`src/hw/rtl/jkse_pkg.sv`:
```
package jkse_pkg;

   // Characters that steer the extraction.
   localparam logic [7:0] CHAR_BACKSLASH = 8'h5C;
   localparam logic [7:0] CHAR_QUOTE     = 8'h22;
   localparam logic [7:0] CHAR_COLON     = 8'h3A;
   localparam logic [7:0] CHAR_NUL       = 8'h00;

   // Configuration register indexes.
   localparam logic [1:0] REG_KEY_BYTES  = 2'd0;
   localparam logic [1:0] REG_KEY_LENGTH = 2'd1;
   localparam logic [1:0] REG_MAX_CHARS  = 2'd2;

   // Reset values of the configuration registers.
   localparam logic [63:0] KEY_BYTES_RESET  = 64'd0;
   localparam logic [3:0]  KEY_LENGTH_RESET = 4'd1;
   localparam logic [15:0] MAX_CHARS_RESET  = 16'd255;

   // Depth of the queue between the classifier and the extraction engine.
   localparam int unsigned QUEUE_DEPTH = 4;
   localparam int unsigned QUEUE_PTR_BITS = $clog2(QUEUE_DEPTH);

   // One classified text byte.
   typedef struct packed {
      logic [7:0] data_byte;
      logic       last;
      logic       is_zero;
      logic       is_quote;
      logic       is_colon;
      logic       is_bslash;
   } item_type;

   // One result item.
   typedef struct packed {
      logic [7:0] out_byte;
      logic       byte_valid;
      logic       done_res;
      logic       found;
   } result_type;

   // Configuration seen by the extraction engine.
   typedef struct packed {
      logic [63:0] key_bytes;
      logic [3:0]  key_length;
      logic [15:0] max_chars;
   } cfg_type;

endpackage

```
`src/hw/rtl/jkse_front.sv`:
```
module jkse_front (
   input  logic              clock,
   input  logic              reset,
   input  logic              req_valid,
   output logic              req_ready,
   input  logic [7:0]        req_in_byte,
   input  logic              req_last,
   output logic              push_valid,
   input  logic              push_ready,
   output jkse_pkg::item_type push_item
);
   import jkse_pkg::*;

   logic     valid_ff;
   logic     valid_in;
   item_type item_ff;
   item_type item_in;

   // Take a new item whenever the stage is empty or drains into the queue.
   assign req_ready = !valid_ff || push_ready;

   // Classify the incoming byte.
   always_comb begin
      item_in.data_byte = req_in_byte;
      item_in.last      = req_last;
      item_in.is_zero   = (req_in_byte == CHAR_NUL);
      item_in.is_quote  = (req_in_byte == CHAR_QUOTE);
      item_in.is_colon  = (req_in_byte == CHAR_COLON);
      item_in.is_bslash = (req_in_byte == CHAR_BACKSLASH);
   end

   always_comb begin
      valid_in = valid_ff;
      if (req_valid && req_ready) begin
         valid_in = 1'b1;
      end else if (push_ready) begin
         valid_in = 1'b0;
      end
   end

   always_ff @(posedge clock) begin
      if (reset) begin
         valid_ff <= 1'b0;
      end else begin
         valid_ff <= valid_in;
      end
   end

   always_ff @(posedge clock) begin
      if (req_valid && req_ready) begin
         item_ff <= item_in;
      end
   end

   assign push_valid = valid_ff;
   assign push_item  = item_ff;

endmodule

```
`src/hw/rtl/jkse_queue.sv`:
```
module jkse_queue (
   input  logic               clock,
   input  logic               reset,
   input  logic               push_valid,
   output logic               push_ready,
   input  jkse_pkg::item_type push_item,
   output logic               pop_valid,
   input  logic               pop_ready,
   output jkse_pkg::item_type pop_item
);
   import jkse_pkg::*;

   item_type                  entry_ff [QUEUE_DEPTH];
   logic [QUEUE_PTR_BITS-1:0] wr_ptr_ff;
   logic [QUEUE_PTR_BITS-1:0] wr_ptr_in;
   logic [QUEUE_PTR_BITS-1:0] rd_ptr_ff;
   logic [QUEUE_PTR_BITS-1:0] rd_ptr_in;
   logic [QUEUE_PTR_BITS:0]   count_ff;
   logic [QUEUE_PTR_BITS:0]   count_in;
   logic                      push;
   logic                      pop;

   assign push_ready = (count_ff != (QUEUE_PTR_BITS+1)'(QUEUE_DEPTH));
   assign pop_valid  = (count_ff != '0);
   assign pop_item   = entry_ff[rd_ptr_ff];
   assign push       = push_valid && push_ready;
   assign pop        = pop_valid && pop_ready;

   // Pointer and fill count update.
   always_comb begin
      wr_ptr_in = push ? wr_ptr_ff + 1'b1 : wr_ptr_ff;
      rd_ptr_in = pop ? rd_ptr_ff + 1'b1 : rd_ptr_ff;
      count_in  = count_ff;
      if (push && !pop) begin
         count_in = count_ff + 1'b1;
      end else if (pop && !push) begin
         count_in = count_ff - 1'b1;
      end
   end

   always_ff @(posedge clock) begin
      if (reset) begin
         wr_ptr_ff <= '0;
         rd_ptr_ff <= '0;
         count_ff  <= '0;
      end else begin
         wr_ptr_ff <= wr_ptr_in;
         rd_ptr_ff <= rd_ptr_in;
         count_ff  <= count_in;
      end
   end

   always_ff @(posedge clock) begin
      if (push) begin
         entry_ff[wr_ptr_ff] <= push_item;
      end
   end

`ifndef ASSERT_OFF
   // The fill count never goes past the depth.
   a_count_bound: assert property (@(posedge clock) disable iff (reset)
      count_ff <= (QUEUE_PTR_BITS+1)'(QUEUE_DEPTH))
      else $error("queue count beyond depth");

   // The pointers stay apart by exactly the fill count.
   a_ptr_gap: assert property (@(posedge clock) disable iff (reset)
      (wr_ptr_ff - rd_ptr_ff) == count_ff[QUEUE_PTR_BITS-1:0])
      else $error("queue pointers disagree with count");

   // A push without a pop grows the count by one.
   a_push_grows: assert property (@(posedge clock) disable iff (reset)
      (push && !pop) |=> (count_ff == $past(count_ff) + 1'b1))
      else $error("queue count did not grow on push");
`endif

endmodule

```
`src/hw/rtl/jkse_back.sv`:
```
module jkse_back #(
   parameter int unsigned KEY_MAX_BYTES = 8,
   parameter int unsigned COUNT_BITS    = 16
) (
   input  logic               clock,
   input  logic               reset,
   input  jkse_pkg::cfg_type  cfg,
   input  logic               pop_valid,
   output logic               pop_ready,
   input  jkse_pkg::item_type pop_item,
   output logic               rsp_valid,
   input  logic               rsp_ready,
   output jkse_pkg::result_type rsp_result
);
   import jkse_pkg::*;

   localparam logic [2:0] PH_SEARCH = 3'd0;
   localparam logic [2:0] PH_COLON  = 3'd1;
   localparam logic [2:0] PH_QUOTE  = 3'd2;
   localparam logic [2:0] PH_COPY   = 3'd3;
   localparam logic [2:0] PH_DRAIN  = 3'd4;

   localparam int unsigned KEY_CAP  = (KEY_MAX_BYTES < 8) ? KEY_MAX_BYTES : 8;
   localparam int unsigned WIDE     = (COUNT_BITS > 16) ? COUNT_BITS : 16;

   logic [2:0]            phase_ff;
   logic [2:0]            phase_in;
   logic [63:0]           recent_ff;
   logic [63:0]           recent_in;
   logic [3:0]            seen_ff;
   logic [3:0]            seen_in;
   logic [COUNT_BITS-1:0] count_ff;
   logic [COUNT_BITS-1:0] count_in;
   logic                  esc_ff;
   logic                  esc_in;
   logic                  rsp_valid_ff;
   logic                  rsp_valid_in;
   result_type            rsp_ff;
   result_type            res;
   logic                  has_res;
   logic                  pop;

   logic [3:0]            key_len;
   logic [WIDE-1:0]       mc_wide;
   logic [WIDE-1:0]       cap_wide;
   logic [COUNT_BITS-1:0] limit;
   logic [63:0]           shifted;
   logic [3:0]            seen_sat;
   logic [7:0]            lane_ok;
   logic                  key_hit;
   logic [COUNT_BITS-1:0] count_inc;
   logic                  copy;
   logic                  done;
   logic                  fnd;

   // The engine moves one item whenever the output register is free or emptying.
   assign pop_ready = !rsp_valid_ff || rsp_ready;
   assign pop       = pop_valid && pop_ready;

   // Effective key length and copy limit from the configuration.
   always_comb begin
      key_len = cfg.key_length;
      if (key_len == 4'd0) begin
         key_len = 4'd1;
      end
      if (key_len > 4'(KEY_CAP)) begin
         key_len = 4'(KEY_CAP);
      end
      mc_wide  = WIDE'(cfg.max_chars);
      cap_wide = WIDE'({COUNT_BITS{1'b1}});
      limit    = (mc_wide > cap_wide) ? cap_wide[COUNT_BITS-1:0]
                                      : mc_wide[COUNT_BITS-1:0];
   end

   // Window match of the last bytes against the key, lane by lane.
   always_comb begin
      shifted  = {recent_ff[55:0], pop_item.data_byte};
      seen_sat = (seen_ff < 4'd8) ? seen_ff + 4'd1 : seen_ff;
      for (int i = 0; i < 8; i++) begin
         lane_ok[i] = (4'(i) >= key_len) ||
                      (shifted[8*i +: 8] == cfg.key_bytes[8*i +: 8]);
      end
      key_hit = (seen_sat >= key_len) && (&lane_ok);
   end

   // Extraction state machine, one item per cycle whenever the output register is free or emptying.
   always_comb begin
      phase_in  = phase_ff;
      recent_in = recent_ff;
      seen_in   = seen_ff;
      count_in  = count_ff;
      esc_in    = esc_ff;
      res       = '0;
      done      = 1'b0;
      fnd       = 1'b0;
      copy      = 1'b0;
      count_inc = count_ff + 1'b1;
      if (phase_ff == PH_DRAIN) begin
         if (pop_item.last) begin
            phase_in = PH_SEARCH;
         end
      end else if (pop_item.is_zero) begin
         if (phase_ff == PH_COPY && esc_ff) begin
            res.byte_valid = 1'b1;
            res.out_byte   = CHAR_BACKSLASH;
         end
         done = 1'b1;
         fnd  = (phase_ff == PH_COPY) && ((count_ff != '0) || esc_ff);
      end else begin
         case (phase_ff)
            PH_SEARCH: begin
               recent_in = shifted;
               seen_in   = seen_sat;
               if (key_hit) begin
                  phase_in = PH_COLON;
               end
               done = pop_item.last;
            end
            PH_COLON: begin
               if (pop_item.is_colon) begin
                  phase_in = PH_QUOTE;
               end
               done = pop_item.last;
            end
            PH_QUOTE: begin
               if (pop_item.is_quote) begin
                  if (limit == '0) begin
                     done = 1'b1;
                  end else begin
                     phase_in = PH_COPY;
                  end
               end
               if (pop_item.last) begin
                  done = 1'b1;
               end
            end
            PH_COPY: begin
               if (esc_ff) begin
                  esc_in = 1'b0;
                  copy   = 1'b1;
               end else if (pop_item.is_bslash) begin
                  if (pop_item.last) begin
                     copy = 1'b1;
                  end else begin
                     esc_in = 1'b1;
                  end
               end else if (pop_item.is_quote) begin
                  done = 1'b1;
                  fnd  = (count_ff != '0);
               end else begin
                  copy = 1'b1;
               end
               if (copy) begin
                  res.byte_valid = 1'b1;
                  res.out_byte   = pop_item.data_byte;
                  count_in       = count_inc;
                  if ((count_inc >= limit) || pop_item.last) begin
                     done = 1'b1;
                     fnd  = 1'b1;
                  end
               end else if (!done && pop_item.last) begin
                  done = 1'b1;
                  fnd  = (count_ff != '0);
               end
            end
            default: begin
               phase_in = PH_SEARCH;
            end
         endcase
      end
      // Closing a text clears its state and waits for the end if needed.
      if (done || (phase_ff == PH_DRAIN && pop_item.last)) begin
         phase_in  = pop_item.last ? PH_SEARCH : PH_DRAIN;
         recent_in = '0;
         seen_in   = '0;
         count_in  = '0;
         esc_in    = 1'b0;
      end
      res.done_res = done;
      res.found    = done && fnd;
      has_res      = res.byte_valid || done;
   end

   always_comb begin
      rsp_valid_in = rsp_valid_ff;
      if (pop) begin
         rsp_valid_in = has_res;
      end else if (rsp_ready) begin
         rsp_valid_in = 1'b0;
      end
   end

   always_ff @(posedge clock) begin
      if (reset) begin
         phase_ff     <= PH_SEARCH;
         recent_ff    <= '0;
         seen_ff      <= '0;
         count_ff     <= '0;
         esc_ff       <= 1'b0;
         rsp_valid_ff <= 1'b0;
      end else begin
         rsp_valid_ff <= rsp_valid_in;
         if (pop) begin
            phase_ff  <= phase_in;
            recent_ff <= recent_in;
            seen_ff   <= seen_in;
            count_ff  <= count_in;
            esc_ff    <= esc_in;
         end
      end
   end

   always_ff @(posedge clock) begin
      if (pop && has_res) begin
         rsp_ff <= res;
      end
   end

   assign rsp_valid  = rsp_valid_ff;
   assign rsp_result = rsp_ff;

`ifndef ASSERT_OFF
   // A result without a byte is always the closing one.
   a_empty_is_done: assert property (@(posedge clock) disable iff (reset)
      (rsp_valid_ff && !rsp_ff.byte_valid) |-> rsp_ff.done_res)
      else $error("result carries neither byte nor close");

   // Found is only reported on the closing result.
   a_found_on_done: assert property (@(posedge clock) disable iff (reset)
      (rsp_valid_ff && rsp_ff.found) |-> rsp_ff.done_res)
      else $error("found outside the closing result");

   // An escape is only pending while copying.
   a_escape_in_copy: assert property (@(posedge clock) disable iff (reset)
      esc_ff |-> (phase_ff == PH_COPY))
      else $error("escape pending outside copy");

   // Outside copying no bytes are counted.
   a_count_in_copy: assert property (@(posedge clock) disable iff (reset)
      (phase_ff != PH_COPY) |-> (count_ff == '0))
      else $error("copy count left over");
`endif

endmodule

```
`src/hw/rtl/json_key_string_extractor_top.sv`:
```
// JSON key string extractor. Text enters one byte per req_ item; the block
// finds the first occurrence of the configured key, then the next colon and
// the next double quote, and returns the string bytes that follow as rsp_
// items, resolving backslash escapes. Every text closes with exactly one
// result flagged done, with found set if any byte was copied. The block
// sustains one byte per clock cycle unless rsp_ready stalls: the classifier
// register, a four-entry queue and the extraction engine each move one item
// a cycle, and the key compare is a parallel match over an eight-byte window.
// A byte passes the classifier register, a queue entry and the output
// register. Write the csr_ registers only while no text is in flight.
module json_key_string_extractor_top #(
   parameter int unsigned KEY_MAX_BYTES = 8,
   parameter int unsigned COUNT_BITS    = 16
) (
   input  logic        clock,
   input  logic        reset,
   input  logic        req_valid,
   output logic        req_ready,
   input  logic [7:0]  req_in_byte,
   input  logic        req_last,
   output logic        rsp_valid,
   input  logic        rsp_ready,
   output logic [7:0]  rsp_out_byte,
   output logic        rsp_byte_valid,
   output logic        rsp_done_res,
   output logic        rsp_found,
   input  logic        csr_write,
   input  logic [1:0]  csr_index,
   input  logic [63:0] csr_wdata
);
   import jkse_pkg::*;

   cfg_type    cfg_ff;
   item_type   push_item;
   item_type   pop_item;
   result_type rsp_result;
   logic       push_valid;
   logic       push_ready;
   logic       pop_valid;
   logic       pop_ready;

   // Configuration registers.
   always_ff @(posedge clock) begin
      if (reset) begin
         cfg_ff.key_bytes  <= KEY_BYTES_RESET;
         cfg_ff.key_length <= KEY_LENGTH_RESET;
         cfg_ff.max_chars  <= MAX_CHARS_RESET;
      end else if (csr_write) begin
         case (csr_index)
            REG_KEY_BYTES:  cfg_ff.key_bytes  <= csr_wdata;
            REG_KEY_LENGTH: cfg_ff.key_length <= csr_wdata[3:0];
            REG_MAX_CHARS:  cfg_ff.max_chars  <= csr_wdata[15:0];
            default: begin
            end
         endcase
      end
   end

   jkse_front u_front (
      .clock       (clock),
      .reset       (reset),
      .req_valid   (req_valid),
      .req_ready   (req_ready),
      .req_in_byte (req_in_byte),
      .req_last    (req_last),
      .push_valid  (push_valid),
      .push_ready  (push_ready),
      .push_item   (push_item)
   );

   jkse_queue u_queue (
      .clock      (clock),
      .reset      (reset),
      .push_valid (push_valid),
      .push_ready (push_ready),
      .push_item  (push_item),
      .pop_valid  (pop_valid),
      .pop_ready  (pop_ready),
      .pop_item   (pop_item)
   );

   jkse_back #(
      .KEY_MAX_BYTES (KEY_MAX_BYTES),
      .COUNT_BITS    (COUNT_BITS)
   ) u_back (
      .clock      (clock),
      .reset      (reset),
      .cfg        (cfg_ff),
      .pop_valid  (pop_valid),
      .pop_ready  (pop_ready),
      .pop_item   (pop_item),
      .rsp_valid  (rsp_valid),
      .rsp_ready  (rsp_ready),
      .rsp_result (rsp_result)
   );

   assign rsp_out_byte   = rsp_result.out_byte;
   assign rsp_byte_valid = rsp_result.byte_valid;
   assign rsp_done_res   = rsp_result.done_res;
   assign rsp_found      = rsp_result.found;

endmodule

```
`config.mk`:
```
export PLATFORM = sky130hd
export DESIGN_NAME = json_key_string_extractor_top
export DESIGN_NICKNAME = d
export VERILOG_FILES = /design/src/hw/rtl/jkse_pkg.sv /design/src/hw/rtl/jkse_front.sv /design/src/hw/rtl/jkse_queue.sv /design/src/hw/rtl/jkse_back.sv /design/src/hw/rtl/json_key_string_extractor_top.sv
export SDC_FILE = /design/constraint.sdc
export NUM_CORES = 1
export LEC_CHECK = 0
export BUFFER_PORTS_ARGS = -buffer_cell sky130_fd_sc_hd__clkbuf_2
export CAP_MARGIN = 5
export CORE_MARGIN = 2
export CORE_UTILIZATION = 64
export DETAILED_ROUTE_END_ITERATION = 16
export PLACE_DENSITY = 0.86
export SYNTH_ARGS = -nofsm -noshare
export SYNTH_HDL_FRONTEND = slang
export SYNTH_SLANG_ARGS = --single-unit
export TNS_END_PERCENT = 100
```
`constraint.sdc`:
```
create_clock -name clock -period 8.53 [get_ports clock]
set_input_delay 0.4265 -clock clock [delete_from_list [all_inputs] [get_ports clock]]
set_output_delay 0.4265 -clock clock [all_outputs]
set_load 0.05 [all_outputs]
```
## Yosys cells after proc, flatten, opt, wreduce, memory -nomap -nowiden

Memory sizes are Yosys's and may differ from the RTL's. A register that Yosys moved wholly into a read port is not among the register bits.
Index checks and enable logic that the tools add are counted.

| storage, ports and cells | value |
|---|---|
| memory bits (writable) | 52 |
| input bits | 80 |
| memories | 1 |
| bits in registers | 197 |
| output and inout port bits | 13 |
| word-level logic and storage cells | 203 |

Memory list:

| name | depth | width | rd ports | clocked after memory_dff | write ports | RTL line | RTL |
|---|---|---|---|---|---|---|---|
| u_queue.entry_ff | 4 | 13 | 1 | 1 | 1 | jkse_queue.sv:13 | `item_type entry_ff [QUEUE_DEPTH];` |

| operators by class | value |
|---|---|
| reductions and logical operators | 53 |
| muxes and demuxes | 80 |
| equal/unequal tests | 27 |
| $lt $le $gt $ge | 13 |
| add/sub/neg operators | 6 |

Operator list:

| kind | number |
|---|---|
| 2-to-1 mux 56 bit | 4 |
| 2-to-1 mux 16 bit | 6 |
| equality test 8 bit | 8 |
| 2-to-1 mux 1 bit | 44 |
| 2-to-1 mux 3 bit | 11 |
| 2-to-1 mux 4 bit | 7 |
| 2-to-1 mux 9 bit | 3 |
| adder 16 x 1 -> 16 bit (second input constant) | 1 |
| equality test 8 x 6 -> 1 bit (second input constant) | 2 |
| greater-or-equal comparator 16 bit | 1 |
| greater-or-equal comparator 3 x 4 -> 1 bit (first input constant) | 4 |
| > comparator 16 bit (second input constant) | 1 |
| logical NOT 16 bit | 1 |
| AND reduction 8 bit | 2 |
| nonzero test 16 bit | 1 |
| logical OR 1 bit | 14 |
| logical AND 1 bit | 12 |
| one-hot mux 3 bit (4 select lines) | 1 |
| nonzero test 2 bit | 6 |
| equality test 8 x 7 -> 1 bit (second input constant) | 1 |
| greater-or-equal comparator 1 x 4 -> 1 bit (first input constant) | 2 |
| greater-or-equal comparator 2 x 4 -> 1 bit (first input constant) | 2 |
| logical NOT 8 bit | 1 |
| 2-to-1 mux 8 bit | 1 |
| 31 further kinds | 43 |

## Longest topological paths before layout

| depth | value |
|---|---|
| word-level depth | 16 |
| depth in mapped cells | 18 |
| gate-level depth less buffers | 15 |

## Modules after synthesis

Synthesis repeated with hierarchy kept, for this count alone.

| second synthesis, totals | value |
|---|---|
| cells, all modules | 1156 |
| area total of the unflattened synthesis | 11987.7 µm² |

Modules (own cells, without submodules):

| module | cells an instance | times used | area each (µm²) | sequential area each (µm²) |
|---|---|---|---|---|
| jkse_back | 660 | 1 | 5415.2 | 1951.9 |
| json_key_string_extractor_top | 354 | 1 | 3717.3 | 1681.6 |
| jkse_queue | 115 | 1 | 2362.3 | 1741.7 |
| jkse_front | 27 | 1 | 493.0 | 410.4 |

## Worst setup path after synthesis

No wires, ideal clock.

| path | value |
|---|---|
| kind | register -> register |
| from | reg u_back.count_ff[0] |
| to | reg u_back.count_ff[11] |
| setup time | 70 ps |
| period minus slack after synthesis | 3636 ps |
| path buffers | 1 |
| path slack | 4894 ps |
| required time | 8460 ps |
| arrival time | 3565 ps |
| stages on the path, launching flop included | 17 |
| path through | dfxtp_1 ha_1 and3_1 clkbuf_1 nand4_1 nor2_1 nand4_1 xnor2_1 ha_1 nand4_1 nor3_1 nand3b_1 a41oi_2 o22ai_1 a211o_1 or4_1 a21oi_1 |

| on the way | value |
|---|---|
| longest elaborated chain between the ends | 11 |
| elaborated cells between the ends (all ways) | 19 |
| those cells by class | add/sub: 1; order compare: 1; eq/ne: 2; mux: 10; reduce/logical: 5 |

Ends and longest elaborated chain:

| what | RTL line | RTL |
|---|---|---|
| start, declared | jkse_back.sv:32 | `logic [COUNT_BITS-1:0] count_ff;` |
| start signal, assigned | jkse_back.sv:207 | `count_ff <= count_in;` |
| adder 16 x 1 -> 16 bit (*) | jkse_back.sv:97 | `count_inc = count_ff + 1'b1;` |
| greater-or-equal comparator 16 bit | jkse_back.sv:157 | `if ((count_inc >= limit) \|\| pop_item.last) begin` |
| logical OR 1 bit | jkse_back.sv:157 |  |
| 2-to-1 mux 1 bit | jkse_back.sv:157 |  |
| 2-to-1 mux 1 bit | jkse_back.sv:153 | `if (copy) begin` |
| one-hot mux 1 bit (3 select lines) | jkse_back.sv:110 | `case (phase_ff)` |
| 2-to-1 mux 1 bit | jkse_back.sv:102 | `end else if (pop_item.is_zero) begin` |
| 2-to-1 mux 1 bit | jkse_back.sv:98 | `if (phase_ff == PH_DRAIN) begin` |
| logical OR 1 bit | jkse_back.sv:172 | `if (done \|\| (phase_ff == PH_DRAIN && pop_item.last)) begin` |
| inequality test 2 bit (no line) (tied with other cells) | -- |  |
| AND reduction 5 bit (no line) | -- |  |

Mark *: on every way between the ends. The rest lies on a longest branch, timed or not. The select of a mux whose other input is x is not followed.
A chain may end at the register's enable or synchronous reset.

## Worst setup path in the final report

| path | value |
|---|---|
| from | reg u_back.count_ff[0] |
| to | reg u_back.recent_ff[11] |

| on the way | value |
|---|---|
| longest elaborated chain between the ends | 11 |
| elaborated cells between the ends (all ways) | 14 |
| those cells by class | add/sub: 1; order compare: 1; eq/ne: 2; mux: 6; reduce/logical: 4 |

Ends and longest elaborated chain:

| what | RTL line | RTL |
|---|---|---|
| adder 16 x 1 -> 16 bit (*) | jkse_back.sv:97 |  |
| greater-or-equal comparator 16 bit (*) | jkse_back.sv:157 |  |
| logical OR 1 bit (*) | jkse_back.sv:157 |  |
| 2-to-1 mux 1 bit (*) | jkse_back.sv:157 |  |
| 2-to-1 mux 1 bit (*) | jkse_back.sv:153 |  |
| one-hot mux 1 bit (3 select lines) (*) | jkse_back.sv:110 |  |
| 2-to-1 mux 1 bit (*) | jkse_back.sv:102 |  |
| 2-to-1 mux 1 bit (*) | jkse_back.sv:98 |  |
| logical OR 1 bit (*) | jkse_back.sv:172 |  |
| inequality test 2 bit (no line) (tied with other cells) | -- |  |
| AND reduction 4 bit (no line) | -- |  |
| end signal, assigned | jkse_back.sv:205 | `recent_ff <= recent_in;` |
| end, declared | jkse_back.sv:28 | `logic [63:0] recent_ff;` |

Mark *: on every way between the ends. The rest lies on a longest branch, timed or not.

==> results summary <==
The CTS sink count is 251. In this run the number of H-tree levels came out at 1. Buffers inserted during clock tree synthesis total 26. The number of global-route vias before repair was 8159. The initial antenna violation count is 0.

The post-CTS setup-driven buffer insertion count is 0. Across the run, the number of max-cap violations was 0. The count of instances resized after the clock tree is built came out at 0. The clock-pin slew of the registers on the worst-case setup and hold paths came out at 0.06 ns.

Cells with a size suffix above 1 make up 13.40% of the layout. The first global-routing pass estimated 40480 um of wire. The max-slew violation count came out at 0. The initial core utilization came out at 65.82%. The growth of design area from synthesis to finish is 12.69%.

The fraction of registers with async set or reset after synthesis is 0%. The remaining antenna violation count came out at 0. The iteration count of the initial detailed-routing pass is 6.

The clock tree buffer depth came out at 3. The post-layout utilization of the core came out at 74.17%. The most frequent standard cell in the layout excluding fill and tap cells is nand2_1. The most used flip-flop cell after synthesis is dfxtp_1. The number of setup violations in the final report is 0. 0 antenna diodes ended up in the layout. The routed layout has 8565 vias.

The cell area after placement came out at 11540 um^2. Yosys mapped the design onto 64 distinct sky130hd cell types. The die is 135.1 um wide. A synthesized cell averages 9.762 um^2.

For this run, the number of Yosys warnings is 0. The core box area is 16700 um^2. The count of port buffers added during placement came out at 92. The number of DRC violations after detailed-routing iteration 0 came out at 713.

In this run the static leakage power is 4.884 nW. The final critical delay including setup and external delays came out at 4.737 ns. The actual slew at the worst max-slew pin is 1.099 ns. The global routing usage summed across all routing layers came out at 27.66%.

In the layout the commonest cells are nand2_1, dfxtp_1, nor2_1. The worst setup path is captured at a flip-flop. The power density over cell area is 290.6 nW/um^2. The average wire per standard cell came out at 17.58 um. Hold repair after CTS inserted 0 buffers. The largest voltage drop on the vdd net came out at 0.0002330 V. The wire-length estimate of the detail-placed layout is 16840 um. Static timing analysis puts the maximum clock frequency at 0.2111 GHz. The post-placement setup slack is 3.967 ns. The cell sitting at the root of the clock tree is a clkbuf_16.

The largest net degree at the start of global routing is 85. The number of nets handed over by synthesis was 1235. Routability-driven placement finished with a final weighted congestion of 0.9261. The critical path required time is 8.99 ns. In this run the count of I/O pins placed on the die edge is 93. The kind of critical path is flip-flop to flip-flop.

The standard-cell row count came out at 47. The sum of routed wire length over all layers is 25120 um. The full die area came out at 18240 um^2.

The hold violation count in the final report came out at 0. The final period utilization is 55.54%. In the routed layout, each cell is associated on average with a via count of 5.994. Summing internal, switching and leakage power gives 3.600 mW. TritonCTS built the clock tree. Sequential cells were found to cover 52.64% of the synthesized design area.

The total overflow reported by the global router is 0. The maximum clock skew at final layout came out at 0.01583 ns. Setup repair after global routing left no endpoint under its margin.

The number of enable-type register cells in the synthesized netlist is 76. The summed area of non-filler cells in the final layout came out at 12390 um^2. The height of the die is 135.1 um. The critical path data arrival time is 5.19 ns. The mapped netlist covers 10990 um^2. The tightest slew margin relative to the limit is 26.55%.

The worst-case setup margin in the final layout is 3.793 ns. The worst-skew pair later-pin latency is 0.53 ns. The run finished with clean final reports. The layout net count came out at 1298. Summed over all failing endpoints, the final setup total negative slack is 0 ns. The number of storage elements in the synthesis netlist is 251. The number of filler cells placed in the layout came out at 1150. In the routed design, unresolved DRC markers number 0.

The class of the worst hold path is input pin to flip-flop. The nature of the critical path startpoint is a flip-flop. The number of cells produced by synthesis is 1126. Along the worst path, the maximum fanout reaches 62.
## report_power, final
part	switching (mW)	leakage (nW)	internal (mW)	total (mW)
Combinational	0.711	2.33	0.332	1.04
Sequential	0.0981	2.13	1.35	1.45
Clock	0.457	0.426	0.655	1.11
## registers in the layout, summed over array words and instances, names as in the netlist, 3 cells and up, named ones only
signal	cells
cfg_ff	84
u_back.count_ff	16
u_back.phase_ff	3
u_back.recent_ff	56
u_back.rsp_result	11
u_back.seen_ff	4
u_front.push_item	13
u_queue.count_ff	3
u_queue.entry_ff	52
## cells in the mapped netlist (all sizes together) (24+ instances only)
library cell  count  share of area [%]
nand2           185                6.3
dfxtp           175                 32
nor2            108                3.7
a21oi           100                4.6
edfxtp           76                 21
a22oi            53                3.6
clkbuf           47                1.6
xor2             45                3.6
xnor2            40                3.2
inv              31                1.1
ha               28                3.2
o21ai            25                1.1
mux2i            24                2.2
## metrics by stage
stage | instances | hold WS [ns]
3_5_place_dp | 1381 | 0.4621
5_1_grt | 1429 | 0.08548
4_1_cts | 1429 | 0.07273
3_3_place_gp | 1381 | 0.4453
2_1_floorplan | 1126 | 0.4363
6_report | 1429 | 0.08181
## cell type report
class | count | area [um^2] | share of cell area (%)
clock inverter | 9 | 75.07 | 0.6061
inverter | 31 | 116.4 | 0.9394
sequential | 251 | 5786 | 46.71
tap | 220 | 275.3 | 2.222
multi-input combinational | 781 | 4856 | 39.20
timing repair buffer | 98 | 508.0 | 4.101
clock buffer | 39 | 770.7 | 6.222
## critical path, cell delays in order, from the launching register on
cell	delay (ns)
dfxtp_1	0.44
ha_1	0.26
and3_1	0.28
nand4_1	0.20
nor2_1	0.18
nand4_1	0.13
xnor2_1	0.17
ha_1	0.29
nand4_1	0.11
nor3_1	0.30
nand3b_1	0.16
a41oi_2	0.42
o21ai_4	0.09
buf_4	0.32
nor2_4	0.90
a22oi_1	0.21
nor2_1	0.16
## routing by layer
layer	track usage (%)	routed length [um]	vias up
met2	46.84	12220	333
met4	9.028	728	0
met5	0	0	-
met1	36.80	10340	4097
met3	4.054	1824	53
li1	-	-	4082
## cells by family (layout without fill, tap and decap cells)
logic type                 count (synthesis)  in the layout  synth area share (%)
adders and majority gates                 30             30                 3.460
muxes                                     38             38                 4.337
buffers and inverters                     94            177                 3.403
xor gates and xnor gates                  85             85                 6.773
DFF                                      251            251                 52.64
and+or+nand+nor                          394            394                 15.86
AOI/OAI and AO/OA                        234            234                 13.53
## path summary, 6_finish.rpt
path,slack (ns),from,cells past startpoint,to
max,3.79,u_back.count_ff[0],16,u_back.recent_ff[11]
min,0.08,req_last,1,u_front.push_item[4]
max reg2reg,3.79,u_back.count_ff[0],16,u_back.recent_ff[11]
min reg2reg,0.47,cfg_ff[44],2,cfg_ff[44]
Note: power is estimated with default switching activity, not from simulation.
